==> src/design/dtc_pkg.sv <==
`default_nettype none
// ----------------------------------------------------------------------------
// dtc_pkg - trouble code table types and constants
// Item kinds, sequencer states, status byte bits and the stored entry layout.
// ----------------------------------------------------------------------------
package dtc_pkg;

   localparam int CODE_W   = 24;
   localparam int STATUS_W = 8;
   localparam int FAIL_W   = 2;
   localparam int KIND_W   = 3;
   localparam int MAXR_W   = 7;
   localparam int COUNT_W  = 7;
   localparam int LIM_W    = 5;
   localparam int ENTRY_W  = CODE_W + STATUS_W + FAIL_W;

   localparam logic [LIM_W-1:0]    MAX_RESULTS   = 5'd16;
   localparam logic [FAIL_W-1:0]   FAIL_CONFIRM  = 2'd2;
   localparam logic [FAIL_W-1:0]   FAIL_MAX      = 2'd3;
   localparam logic [STATUS_W-1:0] ABSENT_STATUS = 8'h00;

   localparam logic [STATUS_W-1:0] ST_FAILED             = 8'h01;
   localparam logic [STATUS_W-1:0] ST_FAILED_CYCLE       = 8'h02;
   localparam logic [STATUS_W-1:0] ST_PENDING            = 8'h04;
   localparam logic [STATUS_W-1:0] ST_CONFIRMED          = 8'h08;
   localparam logic [STATUS_W-1:0] ST_NC_SINCE_CLEAR     = 8'h10;
   localparam logic [STATUS_W-1:0] ST_FAILED_SINCE_CLEAR = 8'h20;
   localparam logic [STATUS_W-1:0] ST_NC_CYCLE           = 8'h40;
   localparam logic [STATUS_W-1:0] ST_WARNING            = 8'h80;

   typedef enum logic [KIND_W-1:0] {
      KIND_SET_FAILED   = 3'd0,
      KIND_CLEAR_FAILED = 3'd1,
      KIND_CLEAR_ALL    = 3'd2,
      KIND_QUERY        = 3'd3,
      KIND_REPORT       = 3'd4,
      KIND_COUNT        = 3'd5,
      KIND_DRIVE_CYCLE  = 3'd6
   } kind_type;

   typedef enum logic [1:0] {
      SEQ_IDLE   = 2'd0,
      SEQ_READ   = 2'd1,
      SEQ_EVAL   = 2'd2,
      SEQ_FINISH = 2'd3
   } state_type;

   typedef struct packed {
      logic [CODE_W-1:0]   code;
      logic [STATUS_W-1:0] status;
      logic [FAIL_W-1:0]   fail_count;
   } entry_type;

endpackage
`default_nettype wire

==> src/design/dtc_if.sv <==
`default_nettype none
// ----------------------------------------------------------------------------
// dtc_if - request and response channels
// Valid/ready channels carrying one request or one response transaction.
// ----------------------------------------------------------------------------
interface dtc_req_if;
   logic                              valid;
   logic                              ready;
   logic [dtc_pkg::KIND_W-1:0]        kind;
   logic [dtc_pkg::CODE_W-1:0]        dtc_code;
   logic [dtc_pkg::STATUS_W-1:0]      status_mask;
   logic [dtc_pkg::MAXR_W-1:0]        max_reports;
   logic                              cycle_done;

   modport source (output valid, kind, dtc_code, status_mask, max_reports, cycle_done,
                   input ready);
   modport sink   (input valid, kind, dtc_code, status_mask, max_reports, cycle_done,
                   output ready);
endinterface

interface dtc_rsp_if;
   logic                              valid;
   logic                              ready;
   logic [dtc_pkg::CODE_W-1:0]        code_out;
   logic [dtc_pkg::STATUS_W-1:0]      status_out;
   logic [dtc_pkg::COUNT_W-1:0]       match_count;
   logic                              found;
   logic                              table_full;
   logic                              last;

   modport source (output valid, code_out, status_out, match_count, found, table_full, last,
                   input ready);
   modport sink   (input valid, code_out, status_out, match_count, found, table_full, last,
                   output ready);
endinterface
`default_nettype wire

==> src/design/diagnostic_trouble_code_table_top.sv <==
`default_nettype none
// ----------------------------------------------------------------------------
// diagnostic_trouble_code_table_top - trouble code table with status bytes
// Stores trouble codes with status bytes and fail counters; one comparator
// walks the entry RAM for lookups, reports, counts and drive-cycle updates.
// ----------------------------------------------------------------------------
//  channel  | direction | handshake     | transaction
//  req_ch   | in        | valid / ready | kind, code, mask, report limit, cycle done
//  rsp_ch   | out       | valid / ready | code, status, count, found, full, last
//
//  Walking items (set, clear failed, query, report, count, drive cycle done)
//  read each entry in SEQ_READ and evaluate it in SEQ_EVAL on the single
//  registered read port; other items go straight to SEQ_FINISH.
//  Reports stop early once the limit is reached and stall while a previous
//  result waits on rsp_ch. req_ch.ready is high only between transactions.
//  Synchronous reset frees all entries at once through the valid bits.
// ----------------------------------------------------------------------------
module diagnostic_trouble_code_table_top #(
   parameter int NUM_ENTRIES = 16
) (
   input  wire logic  clock,
   input  wire logic  reset,
   dtc_req_if.sink    req_ch,
   dtc_rsp_if.source  rsp_ch
);

   localparam int IDX_W = (NUM_ENTRIES > 1) ? $clog2(NUM_ENTRIES) : 1;
   localparam logic [IDX_W-1:0] LAST_IDX = IDX_W'(NUM_ENTRIES - 1);

   typedef struct packed {
      logic [dtc_pkg::CODE_W-1:0]   code;
      logic [dtc_pkg::STATUS_W-1:0] status;
      logic [dtc_pkg::COUNT_W-1:0]  count;
      logic                         found;
      logic                         full;
      logic                         last;
   } rsp_word_type;

   dtc_pkg::state_type             state_ff, state_in;
   logic [IDX_W-1:0]               idx_ff, idx_in;
   dtc_pkg::kind_type              kind_ff, kind_in;
   logic [dtc_pkg::CODE_W-1:0]     code_ff, code_in;
   logic [dtc_pkg::STATUS_W-1:0]   mask_ff, mask_in;
   logic [dtc_pkg::LIM_W-1:0]      lim_ff, lim_in;
   logic                           hit_ff, hit_in;
   logic [IDX_W-1:0]               hit_idx_ff, hit_idx_in;
   dtc_pkg::entry_type             hit_entry_ff, hit_entry_in;
   logic                           free_ff, free_in;
   logic [IDX_W-1:0]               free_idx_ff, free_idx_in;
   logic [dtc_pkg::COUNT_W-1:0]    cnt_ff, cnt_in;
   logic                           pend_valid_ff, pend_valid_in;
   logic [dtc_pkg::CODE_W-1:0]     pend_code_ff, pend_code_in;
   logic [dtc_pkg::STATUS_W-1:0]   pend_status_ff, pend_status_in;
   logic [NUM_ENTRIES-1:0]         valid_ff, valid_in;
   logic                           rsp_valid_ff, rsp_valid_in;
   rsp_word_type                   rsp_ff, rsp_word;

   logic                           emit;
   logic                           can_emit;
   logic                           req_accept;
   dtc_pkg::kind_type              req_kind;
   logic [dtc_pkg::LIM_W-1:0]      lim_req;
   logic                           start_scan;

   logic                           wr_en;
   logic [IDX_W-1:0]               wr_addr;
   dtc_pkg::entry_type             wr_data;
   dtc_pkg::entry_type             rd_entry;
   logic [dtc_pkg::ENTRY_W-1:0]    rd_word;

   logic                           cur_valid;
   logic                           code_hit;
   logic                           mask_hit;
   logic                           is_report;
   logic                           rep_take;
   logic                           rep_stall;
   logic                           rep_full;
   logic                           scan_end;

   logic [IDX_W-1:0]               set_slot;
   dtc_pkg::entry_type             set_base;
   logic [dtc_pkg::FAIL_W-1:0]     set_fail;
   logic [dtc_pkg::STATUS_W-1:0]   set_raw;
   logic [dtc_pkg::STATUS_W-1:0]   set_status;
   logic [dtc_pkg::STATUS_W-1:0]   clr_status;
   logic [dtc_pkg::STATUS_W-1:0]   drv_raw;
   dtc_pkg::entry_type             drv_entry;

   dtc_ram #(
      .WIDTH (dtc_pkg::ENTRY_W),
      .DEPTH (NUM_ENTRIES)
   ) u_entry_ram (
      .clock   (clock),
      .wr_en   (wr_en),
      .wr_addr (wr_addr),
      .wr_data (wr_data),
      .rd_addr (idx_ff),
      .rd_data (rd_word)
   );

   assign rd_entry   = dtc_pkg::entry_type'(rd_word);

   assign req_ch.ready = (state_ff == dtc_pkg::SEQ_IDLE);
   assign req_accept   = req_ch.valid && req_ch.ready;
   assign can_emit     = !rsp_valid_ff || rsp_ch.ready;

   assign req_kind = dtc_pkg::kind_type'(req_ch.kind);
   assign lim_req  = (req_ch.max_reports > dtc_pkg::MAXR_W'(dtc_pkg::MAX_RESULTS)) ?
                     dtc_pkg::MAX_RESULTS : req_ch.max_reports[dtc_pkg::LIM_W-1:0];

   always_comb begin
      case (req_kind)
         dtc_pkg::KIND_SET_FAILED:   start_scan = (req_ch.dtc_code != '0);
         dtc_pkg::KIND_CLEAR_FAILED: start_scan = 1'b1;
         dtc_pkg::KIND_QUERY:        start_scan = 1'b1;
         dtc_pkg::KIND_REPORT:       start_scan = (lim_req != '0);
         dtc_pkg::KIND_COUNT:        start_scan = 1'b1;
         dtc_pkg::KIND_DRIVE_CYCLE:  start_scan = req_ch.cycle_done;
         default:                    start_scan = 1'b0;
      endcase
   end

   // scan decode
   assign cur_valid = valid_ff[idx_ff];
   assign code_hit  = cur_valid && (rd_entry.code == code_ff);
   assign mask_hit  = cur_valid && ((rd_entry.status & mask_ff) != '0);
   assign is_report = (kind_ff == dtc_pkg::KIND_REPORT);
   assign rep_take  = is_report && mask_hit && (!pend_valid_ff || can_emit);
   assign rep_stall = is_report && mask_hit && pend_valid_ff && !can_emit;
   assign rep_full  = rep_take &&
                      ((cnt_ff + dtc_pkg::COUNT_W'(1)) == dtc_pkg::COUNT_W'(lim_ff));
   assign scan_end  = (idx_ff == LAST_IDX) || rep_full;

   // set failed update
   assign set_slot = hit_ff ? hit_idx_ff : free_idx_ff;
   assign set_base = hit_ff ? hit_entry_ff : '0;
   assign set_fail = (set_base.fail_count == dtc_pkg::FAIL_MAX) ?
                     dtc_pkg::FAIL_MAX : set_base.fail_count + dtc_pkg::FAIL_W'(1);
   assign set_raw  = (set_base.status | dtc_pkg::ST_FAILED | dtc_pkg::ST_FAILED_CYCLE |
                      dtc_pkg::ST_PENDING | dtc_pkg::ST_FAILED_SINCE_CLEAR) &
                     ~dtc_pkg::ST_NC_CYCLE;
   assign set_status = (set_fail >= dtc_pkg::FAIL_CONFIRM) ?
                       (set_raw | dtc_pkg::ST_CONFIRMED | dtc_pkg::ST_WARNING) : set_raw;

   assign clr_status = hit_entry_ff.status &
                       ~(dtc_pkg::ST_FAILED | dtc_pkg::ST_FAILED_CYCLE);

   // drive cycle update
   assign drv_raw = (rd_entry.status & ~(dtc_pkg::ST_FAILED_CYCLE | dtc_pkg::ST_NC_CYCLE)) |
                    dtc_pkg::ST_NC_SINCE_CLEAR;
   always_comb begin
      drv_entry = rd_entry;
      drv_entry.status = drv_raw;
      if ((drv_raw & dtc_pkg::ST_FAILED) == '0) begin
         drv_entry.status     = drv_raw & ~dtc_pkg::ST_PENDING;
         drv_entry.fail_count = '0;
      end
   end

   // next state
   always_comb begin
      state_in = state_ff;
      case (state_ff)
         dtc_pkg::SEQ_IDLE: begin
            if (req_accept) begin
               state_in = start_scan ? dtc_pkg::SEQ_READ : dtc_pkg::SEQ_FINISH;
            end
         end
         dtc_pkg::SEQ_READ: begin
            state_in = dtc_pkg::SEQ_EVAL;
         end
         dtc_pkg::SEQ_EVAL: begin
            if (!rep_stall) begin
               state_in = scan_end ? dtc_pkg::SEQ_FINISH : dtc_pkg::SEQ_READ;
            end
         end
         dtc_pkg::SEQ_FINISH: begin
            if (can_emit) begin
               state_in = dtc_pkg::SEQ_IDLE;
            end
         end
         default: begin
            state_in = dtc_pkg::SEQ_IDLE;
         end
      endcase
   end

   // datapath and outputs
   always_comb begin
      idx_in         = idx_ff;
      kind_in        = kind_ff;
      code_in        = code_ff;
      mask_in        = mask_ff;
      lim_in         = lim_ff;
      hit_in         = hit_ff;
      hit_idx_in     = hit_idx_ff;
      hit_entry_in   = hit_entry_ff;
      free_in        = free_ff;
      free_idx_in    = free_idx_ff;
      cnt_in         = cnt_ff;
      pend_valid_in  = pend_valid_ff;
      pend_code_in   = pend_code_ff;
      pend_status_in = pend_status_ff;
      valid_in       = valid_ff;
      emit           = 1'b0;
      rsp_word       = '0;
      rsp_word.last  = 1'b1;
      wr_en          = 1'b0;
      wr_addr        = idx_ff;
      wr_data        = drv_entry;

      case (state_ff)
         dtc_pkg::SEQ_IDLE: begin
            if (req_accept) begin
               kind_in       = req_kind;
               code_in       = req_ch.dtc_code;
               mask_in       = req_ch.status_mask;
               lim_in        = lim_req;
               idx_in        = '0;
               hit_in        = 1'b0;
               free_in       = 1'b0;
               cnt_in        = '0;
               pend_valid_in = 1'b0;
            end
         end
         dtc_pkg::SEQ_READ: begin
         end
         dtc_pkg::SEQ_EVAL: begin
            case (kind_ff)
               dtc_pkg::KIND_SET_FAILED,
               dtc_pkg::KIND_CLEAR_FAILED,
               dtc_pkg::KIND_QUERY: begin
                  if (code_hit && !hit_ff) begin
                     hit_in       = 1'b1;
                     hit_idx_in   = idx_ff;
                     hit_entry_in = rd_entry;
                  end
                  if (!cur_valid && !free_ff) begin
                     free_in     = 1'b1;
                     free_idx_in = idx_ff;
                  end
               end
               dtc_pkg::KIND_COUNT: begin
                  if (mask_hit) begin
                     cnt_in = cnt_ff + dtc_pkg::COUNT_W'(1);
                  end
               end
               dtc_pkg::KIND_REPORT: begin
                  if (rep_take) begin
                     if (pend_valid_ff) begin
                        emit            = 1'b1;
                        rsp_word.code   = pend_code_ff;
                        rsp_word.status = pend_status_ff;
                        rsp_word.found  = 1'b1;
                        rsp_word.last   = 1'b0;
                     end
                     pend_valid_in  = 1'b1;
                     pend_code_in   = rd_entry.code;
                     pend_status_in = rd_entry.status;
                     cnt_in         = cnt_ff + dtc_pkg::COUNT_W'(1);
                  end
               end
               dtc_pkg::KIND_DRIVE_CYCLE: begin
                  wr_en = cur_valid;
               end
               default: begin
               end
            endcase
            if (!rep_stall && !scan_end) begin
               idx_in = idx_ff + IDX_W'(1);
            end
         end
         dtc_pkg::SEQ_FINISH: begin
            if (can_emit) begin
               emit = 1'b1;
               case (kind_ff)
                  dtc_pkg::KIND_SET_FAILED: begin
                     if (code_ff != '0) begin
                        rsp_word.code = code_ff;
                        if (hit_ff || free_ff) begin
                           wr_en              = 1'b1;
                           wr_addr            = set_slot;
                           wr_data.code       = code_ff;
                           wr_data.status     = set_status;
                           wr_data.fail_count = set_fail;
                           valid_in[set_slot] = 1'b1;
                           rsp_word.status    = set_status;
                           rsp_word.found     = 1'b1;
                        end else begin
                           rsp_word.full = 1'b1;
                        end
                     end
                  end
                  dtc_pkg::KIND_CLEAR_FAILED: begin
                     rsp_word.code = code_ff;
                     if (hit_ff) begin
                        wr_en           = 1'b1;
                        wr_addr         = hit_idx_ff;
                        wr_data         = hit_entry_ff;
                        wr_data.status  = clr_status;
                        rsp_word.status = clr_status;
                        rsp_word.found  = 1'b1;
                     end else begin
                        rsp_word.status = dtc_pkg::ABSENT_STATUS;
                     end
                  end
                  dtc_pkg::KIND_CLEAR_ALL: begin
                     valid_in = '0;
                  end
                  dtc_pkg::KIND_QUERY: begin
                     rsp_word.code   = code_ff;
                     rsp_word.status = hit_ff ? hit_entry_ff.status : dtc_pkg::ABSENT_STATUS;
                     rsp_word.found  = hit_ff;
                  end
                  dtc_pkg::KIND_REPORT: begin
                     if (pend_valid_ff) begin
                        rsp_word.code   = pend_code_ff;
                        rsp_word.status = pend_status_ff;
                        rsp_word.found  = 1'b1;
                     end
                  end
                  dtc_pkg::KIND_COUNT: begin
                     rsp_word.count = cnt_ff;
                     rsp_word.found = (cnt_ff != '0);
                  end
                  default: begin
                  end
               endcase
            end
         end
         default: begin
         end
      endcase
   end

   assign rsp_valid_in = emit ? 1'b1 : (rsp_ch.ready ? 1'b0 : rsp_valid_ff);

   always_ff @(posedge clock) begin
      if (reset) begin
         state_ff      <= dtc_pkg::SEQ_IDLE;
         valid_ff      <= '0;
         rsp_valid_ff  <= 1'b0;
         pend_valid_ff <= 1'b0;
      end else begin
         state_ff      <= state_in;
         valid_ff      <= valid_in;
         rsp_valid_ff  <= rsp_valid_in;
         pend_valid_ff <= pend_valid_in;
      end
   end

   always_ff @(posedge clock) begin
      idx_ff         <= idx_in;
      kind_ff        <= kind_in;
      code_ff        <= code_in;
      mask_ff        <= mask_in;
      lim_ff         <= lim_in;
      hit_ff         <= hit_in;
      hit_idx_ff     <= hit_idx_in;
      hit_entry_ff   <= hit_entry_in;
      free_ff        <= free_in;
      free_idx_ff    <= free_idx_in;
      cnt_ff         <= cnt_in;
      pend_code_ff   <= pend_code_in;
      pend_status_ff <= pend_status_in;
      if (emit) begin
         rsp_ff <= rsp_word;
      end
   end

   assign rsp_ch.valid       = rsp_valid_ff;
   assign rsp_ch.code_out    = rsp_ff.code;
   assign rsp_ch.status_out  = rsp_ff.status;
   assign rsp_ch.match_count = rsp_ff.count;
   assign rsp_ch.found       = rsp_ff.found;
   assign rsp_ch.table_full  = rsp_ff.full;
   assign rsp_ch.last        = rsp_ff.last;

endmodule
`default_nettype wire

==> src/design/dtc_ram.sv <==
`default_nettype none
// ----------------------------------------------------------------------------
// dtc_ram - generic single-write, single-read RAM
// One write port, one read port with registered read data.
// ----------------------------------------------------------------------------
module dtc_ram #(
   parameter int WIDTH = 34,
   parameter int DEPTH = 16
) (
   input  wire logic                                   clock,
   input  wire logic                                   wr_en,
   input  wire logic [((DEPTH > 1) ? $clog2(DEPTH) : 1)-1:0] wr_addr,
   input  wire logic [WIDTH-1:0]                       wr_data,
   input  wire logic [((DEPTH > 1) ? $clog2(DEPTH) : 1)-1:0] rd_addr,
   output logic      [WIDTH-1:0]                       rd_data
);

   logic [WIDTH-1:0] mem_ff [DEPTH];
   logic [WIDTH-1:0] rd_data_ff;

   always_ff @(posedge clock) begin
      if (wr_en) begin
         mem_ff[wr_addr] <= wr_data;
      end
      rd_data_ff <= mem_ff[rd_addr];
   end

   assign rd_data = rd_data_ff;

endmodule
`default_nettype wire

==> src/flat_wrapper.sv <==
// flat-port wrapper written by rule: the top's interface ports become plain ports
module diagnostic_trouble_code_table_top_flat 
#(
   parameter int NUM_ENTRIES = 16
)
  (clock, reset, req_ch_valid, req_ch_kind, req_ch_dtc_code, req_ch_status_mask, req_ch_max_reports, req_ch_cycle_done, req_ch_ready, rsp_ch_valid, rsp_ch_code_out, rsp_ch_status_out, rsp_ch_match_count, rsp_ch_found, rsp_ch_table_full, rsp_ch_last, rsp_ch_ready);
  dtc_req_if req_ch_i ();
  dtc_rsp_if rsp_ch_i ();
  input  wire logic clock;
  input  wire logic reset;
  input wire logic [$bits(req_ch_i.valid)-1:0] req_ch_valid;
  input wire logic [$bits(req_ch_i.kind)-1:0] req_ch_kind;
  input wire logic [$bits(req_ch_i.dtc_code)-1:0] req_ch_dtc_code;
  input wire logic [$bits(req_ch_i.status_mask)-1:0] req_ch_status_mask;
  input wire logic [$bits(req_ch_i.max_reports)-1:0] req_ch_max_reports;
  input wire logic [$bits(req_ch_i.cycle_done)-1:0] req_ch_cycle_done;
  output wire logic [$bits(req_ch_i.ready)-1:0] req_ch_ready;
  output wire logic [$bits(rsp_ch_i.valid)-1:0] rsp_ch_valid;
  output wire logic [$bits(rsp_ch_i.code_out)-1:0] rsp_ch_code_out;
  output wire logic [$bits(rsp_ch_i.status_out)-1:0] rsp_ch_status_out;
  output wire logic [$bits(rsp_ch_i.match_count)-1:0] rsp_ch_match_count;
  output wire logic [$bits(rsp_ch_i.found)-1:0] rsp_ch_found;
  output wire logic [$bits(rsp_ch_i.table_full)-1:0] rsp_ch_table_full;
  output wire logic [$bits(rsp_ch_i.last)-1:0] rsp_ch_last;
  input wire logic [$bits(rsp_ch_i.ready)-1:0] rsp_ch_ready;
  assign req_ch_i.valid = req_ch_valid;
  assign req_ch_i.kind = req_ch_kind;
  assign req_ch_i.dtc_code = req_ch_dtc_code;
  assign req_ch_i.status_mask = req_ch_status_mask;
  assign req_ch_i.max_reports = req_ch_max_reports;
  assign req_ch_i.cycle_done = req_ch_cycle_done;
  assign req_ch_ready = req_ch_i.ready;
  assign rsp_ch_valid = rsp_ch_i.valid;
  assign rsp_ch_code_out = rsp_ch_i.code_out;
  assign rsp_ch_status_out = rsp_ch_i.status_out;
  assign rsp_ch_match_count = rsp_ch_i.match_count;
  assign rsp_ch_found = rsp_ch_i.found;
  assign rsp_ch_table_full = rsp_ch_i.table_full;
  assign rsp_ch_last = rsp_ch_i.last;
  assign rsp_ch_i.ready = rsp_ch_ready;
  diagnostic_trouble_code_table_top #(.NUM_ENTRIES(NUM_ENTRIES)) u_core (.clock(clock), .reset(reset), .req_ch(req_ch_i), .rsp_ch(rsp_ch_i));
endmodule
==> config.mk <==
export PLATFORM = sky130hd
export DESIGN_NAME = diagnostic_trouble_code_table_top_flat
export DESIGN_NICKNAME = d
export VERILOG_FILES = /design/src/design/dtc_pkg.sv /design/src/design/dtc_if.sv /design/src/design/diagnostic_trouble_code_table_top.sv /design/src/design/dtc_ram.sv /design/src/flat_wrapper.sv
export SDC_FILE = /design/constraint.sdc
export NUM_CORES = 1
export LEC_CHECK = 0
export ABC_AREA = 1
export BUFFER_PORTS_ARGS = -buffer_cell sky130_fd_sc_hd__buf_2
export CORE_ASPECT_RATIO = 1.25
export CORE_MARGIN = 2
export CORE_UTILIZATION = 42
export CTS_BUF_LIST = sky130_fd_sc_hd__clkbuf_4
export DETAILED_ROUTE_END_ITERATION = 10
export PLACE_DENSITY = 0.6
export SYNTH_ARGS = -nofsm -noshare
export SYNTH_HDL_FRONTEND = slang
export SYNTH_HIERARCHICAL = 1
export SYNTH_SLANG_ARGS = --single-unit
==> constraint.sdc <==
create_clock -name clock -period 5.2 [get_ports clock]
set_clock_uncertainty 0.05 [all_clocks]
set_input_delay 0.26 -clock clock [delete_from_list [all_inputs] [get_ports clock]]
set_output_delay 0.26 -clock clock [all_outputs]
set_load 0.005 [all_outputs]
# ---- After elaboration in Yosys (flattened, before gate mapping)
# Memory sizes are Yosys's and may differ from the RTL's. A register that Yosys moved wholly into a read port is not among the register bits.
# Index checks and enable logic that the tools add are counted.
# W data, S select, Z words.
dict set report totals {
  ff_bits 189
  mem_bits_rw 544
  mem_count 1
}
# memory words word_bits rd rd_clocked_by_memory_dff write_ports line_no
set memory_table {}
lappend memory_table {u_core.u_entry_ram.mem_ff 16 34 1 1 1 dtc_ram.sv:18} ;# logic [WIDTH-1:0] mem_ff [DEPTH];
dict set report op_classes {
  add_sub_neg 3
  n_lt_le_gt_ge 5
  n_eq_ne 32
  n_mux 83
  n_bitwise 2
  n_reduce_logical 51
}
# operator count
set ops {}
lappend ops {{$mux W34} 5}
lappend ops {{$mux W32} 4}
lappend ops {{$pmux W32 S4} 1}
lappend ops {{$pmux W34 S2} 1}
lappend ops {{$pmux W32 S2} 1}
lappend ops {{$reduce_bool A24 Y1} 2}
lappend ops {{$mux W41} 1}
lappend ops {{$mux W16} 2}
lappend ops {{$mux W4} 8}
lappend ops {{$mux W8} 4}
lappend ops {{$pmux W16 S2} 1}
lappend ops {{$mux W7} 4}
lappend ops {{$pmux W7 S2} 2}
lappend ops {{$mux W1} 25}
lappend ops {{$eq A24 B24 Y1} 1}
lappend ops {{$eq A3 B3 Y1 const B} 6}
lappend ops {{$reduce_and A3 Y1} 6}
lappend ops {{$ne A2 B1 Y1 const B} 8}
lappend ops {{$or A16 B16 Y16} 1}
lappend ops {{$pmux W4 S2} 2}
lappend ops {{$reduce_and A4 Y1} 4}
lappend ops {{$mux W2} 7}
lappend ops {{$pmux W1 S2} 7}
lappend ops {{$logic_and A1 B1 Y1} 12}
lappend ops {{other kinds (36)} 61}

# ---- Logic depth before layout (Yosys ltp)
# Gate-level depths: netlist of run 1.
dict set report logic_depth {
  word_depth 11
  depth_mapped 13
  depth_no_buf 13
}

# ---- Modules after synthesis
# The synthesis of run 1 kept the hierarchy.
# module n_inst cells_each area_each_um2
set modules_own_cells {}
lappend modules_own_cells {dtc_ram 1 2250 23940.5}
lappend modules_own_cells {diagnostic_trouble_code_table_top 1 911 9093.7}

# ---- Worst setup path after synthesis of run 1
# No wires, ideal clock.
dict set report synth_timing {
  path_type {flip-flop to flip-flop}
  from {register u_core.kind_ff[2]}
  to {memory u_core.u_entry_ram.mem_ff[12][0] (enable)}
  setup_ns 0.425
  arrival_time_ns 3.307
  required_time_ns 4.725
  setup_slack_ns 1.417
  stages_incl_launch_ff 12
  path_buffers 2
  period_less_slack_ns 3.783
  cell_sequence {edfxtp_1 -> nor2_2 -> inv_2 -> nor2_4 -> nand3_2 -> inv_2 -> nand2_1 -> buf_2 -> buf_2 -> o221ai_1 -> nand3_1 -> nor2_1}
}
dict set report synth_via {
  word_cells_on_any_way 12
  cone_classes {eq/ne: 2; mux: 9; reduce/logical: 1}
}
# item line_no
set synth_lines {}
lappend synth_lines {{from (decl)} diagnostic_trouble_code_table_top.sv:41} ;# dtc_pkg::kind_type kind_ff, kind_in;
lappend synth_lines {{from (signal assigned)} diagnostic_trouble_code_table_top.sv:354} ;# kind_ff <= kind_in;
lappend synth_lines {{$eq A3 B1 Y1 or $logic_not A3 Y1 (tied branches)} diagnostic_trouble_code_table_top.sv:276} ;# case (kind_ff)
lappend synth_lines {{$pmux W4 S2 (*)} diagnostic_trouble_code_table_top.sv:276}
lappend synth_lines {{$mux W4 (*)} diagnostic_trouble_code_table_top.sv:274} ;# if (can_emit) begin
lappend synth_lines {{$mux W4 (*)} diagnostic_trouble_code_table_top.sv:212} ;# case (state_ff)
lappend synth_lines {{via u_core.wr_addr[2]} diagnostic_trouble_code_table_top.sv:66} ;# logic [IDX_W-1:0] wr_addr;
lappend synth_lines {{to (decl)} dtc_ram.sv:18}
# The timed path passes the listed nets; every way through them passes the cells marked *.

# ---- Final worst setup path of run 1
dict set report layout_timing {
  from {register u_core.state_ff[0]}
  to {memory u_core.u_entry_ram.mem_ff[0][12] (enable)}
}
dict set report layout_via {
  word_cells_on_any_way 6
  cone_classes {eq/ne: 2; mux: 4}
}
# item line_no
set layout_lines {}
lappend layout_lines {{from (decl)} diagnostic_trouble_code_table_top.sv:39} ;# dtc_pkg::state_type state_ff, state_in;
lappend layout_lines {{from (signal assigned)} diagnostic_trouble_code_table_top.sv:340} ;# state_ff <= dtc_pkg::SEQ_IDLE;
lappend layout_lines {{from (signal assigned)} diagnostic_trouble_code_table_top.sv:345} ;# state_ff <= state_in;
lappend layout_lines {{$eq A2 B2 Y1} diagnostic_trouble_code_table_top.sv:212}
lappend layout_lines {{$mux W4} diagnostic_trouble_code_table_top.sv:212}
lappend layout_lines {{via u_core.wr_addr[3]} diagnostic_trouble_code_table_top.sv:66}
# The timed path passes the listed nets, and every way through them passes these cells.

==> results.cfg, run 1 <==
[global_routing]
grt_pass1_vias = 22870
grt_overflow = 0
grt_use_total_pct = 22.72
grt_max_degree = 130
grt_antenna_before_repair = 5
grt_pass1_wl_um = 137100

[critical_path]
crit_type = register to register
max_stage_delay_ns = 1.01
startpoint_type = register
cp_slowest_cell = nor2_4
path_max_fanout = 34
cp.arrival_ns = 4.53
path_cells = nand2_1, nor2_2, inv_2, nor2_2, buf_4, inv_1, a21oi_1, o21ai_0, nor2_1, nand2_1, nor2_4
critPathCaptureType = register
cp.required_ns = 5.78

[clocking]
path_clk_slew_ns = 0.07
root_buffer = clkbuf_4
htree_levels = 4
cts_tree = built
cts_buffers = 181
cts_resized = 0
insertion_delay_ns = 1.06
clockBufferDepth = 3
numClockSinks = 767

[timing]
fin_setup_tns_ns = 0
rsz0062_at_grt = no
setup-violations-final = 0
hold_viol = 0
finalCriticalPeriod_ns = 3.946
max_freq_ghz = 0.2534
finalMaxSlewViolations = 0
period_share_pct = 75.88
fin_hold_ws_ns = 0.1097
relSlewSlack_pct = 17.01
setup_slack_ns = 1.254
tightest_slew_ns = 1.242

[route]
drt_iter0_markers = 1878
vias = 23460
wire_per_inst_um = 19.63
drc = 0
via_per_inst = 5.031
routed_wl_um = 91540
drt_pass1_iterations = 6
ant_nets = 0

[synthesis]
yosysMostFrequentCell = nand2_1
synth_edf_count = 713
ys_seq_elements = 767
syn-num-nets = 3211
synth_ff_type = edfxtp_1
ys_types = 45
synth_common_cells = nand2_1 (873), edfxtp_1 (713), inv_1 (527), nand3_1 (480), nor2_1 (115)
synth_warnings = 6
syn_area_mm2 = 0.03303
synthCells = 3161
yosysSeqAreaShare_pct = 68.09
synth.largest_area_cell = edfxtp_1
async_flop_share_pct = 0
avgSynthCellArea_um2 = 10.45
synth_top_area_share_pct = 64.81
synth_area_leaders = edfxtp_1 (65%), nand2_1 (9.9%), nand3_1 (7.3%)

[floorplanning]
initial_core_util_pct = 42.20
fp.dieW_um = 254.8
core_area_mm2 = 0.07828
die_area_mm2 = 0.08093
die_h_um = 317.6
core.rowCount = 115
ios = 91

[placed_design]
dp_slack_ns = 1.349
hpwl_um = 56890
dp.cells = 4231
io_buffers = 90
place.gp.congestion = 0.9509

[final_layout]
fin_nets = 3504
fin_cells = 4662
drive_above_1_share_pct = 14.73
area_growth_pct = 15.61

[job]
cap_viol_max_count = 0

[worst_hold_path]
min-delay-path-class = input port to register

[power_and_ir_drop]
ir_drop_uv = 228.3
power.density_mw_per_mm2 = 390.9
p_leak_nw = 15.68

[outcome]
outcome = complete, no violations
routing by layer:
| metal | part of all wire, % | vias up | global-route usage, % |
|---|---|---|---|
| met5 | 0 | - | 0 |
| met4 | 4.2 | 0 | 10.34 |
| met3 | 6.9 | 206 | 5.091 |
| met2 | 49 | 930 | 37.46 |
| met1 | 40 | 11160 | 28.41 |
| li1 | - | 11160 | - |
area by class of cell:
class,instances,area [um2]
well taps,1053,1318
fillers,7212,40080
clock buffers,282,2117
inverters,541,2041
multi-input cells,1708,7919
repair buffers,255,1997
diodes,5,12.51
flip-flops and latches,767,22490
clock inverters,51,295.3
timing repair:
action	in CTS	in global routing
hold endpoints to repair	122	0
setup buffers	0	0
hold buffers	93	0
stage by stage:
stage               utilization [%]  total power [mW]  instance area, um2
floorplan                         -             8.842               33030
global placement              44.50             9.977               34830
detailed placement            44.50             9.982               34830
CTS                           48.77             15.02               38180
global route                  48.79             15.55               38190
finish                        48.79             14.93               38190
state kept, by name, indices dropped and copies added, names as in the netlist, 2 cells and up:
register,flops
u_core/cnt_ff,7
u_core/pend_code_ff,24
u_core/free_idx_ff,4
u_core/clr_status,6
u_core/mask_ff,8
u_core/idx_ff,4
u_core/hit_idx_ff,4
u_core/pend_status_ff,8
u_core/code_ff,24
u_core/hit_entry_ff,28
u_core/lim_ff,5
u_core/u_entry_ram/rd_data,34
u_core/u_entry_ram/mem_ff,544
u_core/state_ff,2
u_core/rsp_ch.code_out,24
u_core/kind_ff,3
u_core/rsp_ch.match_count,7
u_core/valid_ff,16
u_core/rsp_ch.status_out,8
power breakdown:
part	total, mW	internal (mW)	switching, mW
clock network	5.00	2.62	2.38
logic	2.44	0.613	1.83
registers	7.49	7.28	0.208
critical path, delay by kind of cell, from the launching register on:
kind | cells | cell delay, ns
simple gates | 6 | 1.83
compound gates | 2 | 0.66
buf+inv | 3 | 0.62
flops | 1 | 0.36
worst paths after layout:
check                                          end                from  slack (ns)  depth (start not counted)
setup / recovery  u_core/u_entry_ram/mem_ff[0][12]  u_core/state_ff[0]        1.25                         11
hold / removal                 u_core/rsp_ch.valid               reset        0.11                          5
setup reg to reg  u_core/u_entry_ram/mem_ff[0][12]  u_core/state_ff[0]        1.25                         11
hold reg to reg                 u_core/valid_ff[3]  u_core/valid_ff[3]        0.41                          2
cells by family after synthesis:
kind of cell | share of synthesized area (%)
adder cells (fa/ha/maj) | 0.1136
AND/OR/NAND/NOR | 19.58
XOR/XNOR | 0.3182
buffers and inverters | 8.363
flip-flops | 68.09
AO/OA/AOI/OAI | 3.541
placed cells by master (no fill, tap or decap), types with 4 or more instances in the layout:
| cell type | Yosys | routed |
|---|---|---|
| a21oi_1 | 54 | 54 |
| buf_12 | 0 | 6 |
| buf_2 | 81 | 90 |
| buf_4 | 13 | 66 |
| clkbuf_4 | 0 | 282 |
| clkinv_1 | 1 | 35 |
| dfxtp_1 | 54 | 54 |
| diode_2 | 0 | 5 |
| dlygate4sd3_1 | 0 | 93 |
| edfxtp_1 | 713 | 713 |
| inv_1 | 527 | 526 |
| inv_2 | 13 | 18 |
| nand2_1 | 873 | 872 |
| nand3_1 | 480 | 480 |
| nand4_1 | 12 | 12 |
| nor2_1 | 115 | 97 |
| nor2_2 | 4 | 5 |
| nor2_4 | 5 | 22 |
| nor3_1 | 10 | 10 |
| nor4_1 | 4 | 4 |
| o211ai_1 | 16 | 16 |
| o21ai_0 | 29 | 29 |
| o21ai_2 | 6 | 6 |
| o221ai_1 | 22 | 22 |
| o22ai_1 | 31 | 30 |
| o22ai_2 | 8 | 9 |
| xor2_1 | 9 | 9 |
(Power assumes the default switching activity.)
==> inputs of run 2 (changes only) <==
--- a/config.mk
+++ b/config.mk
@@ -12,7 +12,7 @@
 export CORE_UTILIZATION = 42
 export CTS_BUF_LIST = sky130_fd_sc_hd__clkbuf_4
 export DETAILED_ROUTE_END_ITERATION = 10
-export PLACE_DENSITY = 0.6
+export PLACE_DENSITY = 0.63
 export SYNTH_ARGS = -nofsm -noshare
 export SYNTH_HDL_FRONTEND = slang
 export SYNTH_HIERARCHICAL = 1
==> constraint.sdc (replaced) <==
create_clock -name clock -period 3.4 [get_ports clock]
set_clock_uncertainty 0.05 [all_clocks]
set_input_delay 0.17 -clock clock [delete_from_list [all_inputs] [get_ports clock]]
set_output_delay 0.17 -clock clock [all_outputs]
set_load 0.005 [all_outputs]
==> results.cfg, run 2 (synthesis gave the netlist of run 1 again) <==
[final_layout]
fin_area_mm2 = 0.03889
postLayoutCoreUtil_pct = 49.68
final_common_cell = nand2_1
drive_above_1_share_pct = 16.49
area_growth_pct = 17.71
largest_register = u_core/u_entry_ram/mem_ff
layout_common_cells = nand2_1 (872), edfxtp_1 (713), inv_1 (526), nand3_1 (479), clkbuf_4 (265)
fin_nets = 3577
largest_reg_flops = 544

[global_routing]
grt_pass1_wl_um = 130300
grt_overflow = 0
grt_max_degree = 159
grt_antenna_before_repair = 2
grt_pass1_vias = 22860
grt_use_total_pct = 21.10

[power_and_ir_drop]
p_switching_mw = 6.510
p_leak_nw = 16.06
total_power_mw = 22.49
power_frac_comb_pct = 16.5
ir_drop_uv = 289.0
power.density_mw_per_mm2 = 578.4
sequentialPowerShare_pct = 50.7
p_int_mw = 15.98
p_clk_share_pct = 32.8
power_switching_share_pct = 28.95

[timing]
hold_viol = 0
tightest_slew_ns = 1.218
setup-violations-final = 0
setup_slack_ns = 0.06365
rsz0062_at_grt = yes
max_freq_ghz = 0.2997
relSlewSlack_pct = 18.59
finalCriticalPeriod_ns = 3.336
period_share_pct = 98.13
finalMaxSlewViolations = 0

[clocking]
cts_setup_buffers = 0
clockBufferDepth = 3
path_clk_slew_ns = 0.08
htree_levels = 4
insertion_delay_ns = 0.93
cts_buffers = 177
root_buffer = clkbuf_4
cts_tree = built
numClockSinks = 767

[route]
via_per_inst = 4.962
routed_wl_um = 85600
drc = 0
wire_per_inst_um = 18.10
drt_iter0_markers = 2138
drt_pass1_iterations = 5
vias = 23460
ant_nets = 0

[outcome]
outcome = complete, no violations

[placed_design]
io_buffers = 90
dp_slack_ns = -0.09033
placedInstanceArea_mm2 = 0.03568
hpwl_um = 53180
place.gp.congestion = 0.9180

[critical_path]
rr_startpoint = u_core/kind_ff[2]
cp.arrival_ns = 3.80
path_max_fanout = 34
startpoint_type = register
crit_start = u_core/kind_ff[2]
crit_type = register to register
cp.required_ns = 3.86
critPathCaptureType = register

[job]
cap_viol_max_count = 0

[floorplanning]
die_h_um = 317.6
fp.dieW_um = 254.8
die_area_mm2 = 0.08093
ios = 91
core.rowCount = 115
core_area_mm2 = 0.07828
initial_core_util_pct = 42.20

[worst_hold_path]
min_from = reset
min-delay-path-class = input port to register
[run 2: cell types whose count changed in the layout (fill, tap and decap cells not counted), moves of 2 or more]
cell,change
clkinv_2,+7
buf_12,+18
clkinv_1,+4
buf_4,+66
diode_2,-4
clkbuf_4,-17
inv_2,+2
dlygate4sd3_1,-7
[run 2: layout make-up]
type                            count  area (um2)
Clock inverter                     62       336.6
Antenna cell                        1       2.502
Fill cell                        7091       39390
Timing Repair Buffer              332        2783
Tap cell                         1053        1318
Inverter                          541        2041
Multi-Input combinational cell   1708        7925
Sequential cell                   767       22490
Clock buffer                      265        1989
[run 2: per-stage QoR]
step	hold slack [ns]	cells	TNS [ns]
after floorplan	0.1985	3161	-140.53
after global placement	0.2990	4315	-1.472
after detailed placement	0.2991	4315	-3.922
after CTS	0.06071	4728	0
after global routing	0.1345	4729	-12.65
final	0.1649	4729	0
[run 2: worst paths after layout]
path / endpoint / slack [ns] / cells after the start
setup / recovery: u_core/u_entry_ram/mem_ff[0][30] / 0.06 / 12
setup reg to reg: u_core/u_entry_ram/mem_ff[0][30] / 0.06 / 12
hold reg to reg: u_core/hit_entry_ff[0] / 0.40 / 0
hold / removal: u_core/rsp_ch.valid / 0.16 / 5
[run 2: power by group through the flow]
stage                     clock (mW)  sequential (mW)  combinational (mW)
after detailed placement           0             11.6                3.59
final                           7.37             11.4                3.71
after floorplan                    0             11.5                2.03
after global routing            7.99             11.4                4.02
after CTS                       7.57             11.4                3.68
after global placement             0             11.6                3.57
[run 2: what timing repair did]
action	CTS	global route
setup endpoints to repair	68	124
resized for setup	3	1
endpoints found under the hold margin	88	0
hold buffers	86	0
gates cloned	0	0
[run 2: routing by layer]
layer | global-route usage, % | wire (um) | up-vias
li1 | - | - | 11300
met1 | 26.30 | 34580 | 11170
met2 | 36.26 | 43150 | 825
met3 | 3.381 | 5025 | 171
met4 | 8.746 | 2823 | 2
met5 | 0 | 11 | -
[run 2: worst max-delay path, cell delays in order (launching register included)]
cell      delay (ns)
edfxtp_1        0.40
nor2_2          0.15
inv_2           0.07
nor2_4          0.12
nand3_2         0.13
inv_2           0.08
nand2_1         0.11
buf_4           0.18
nand2_1         0.11
o221ai_1        0.23
inv_1           0.14
nand2_1         0.17
nor2_4          0.98
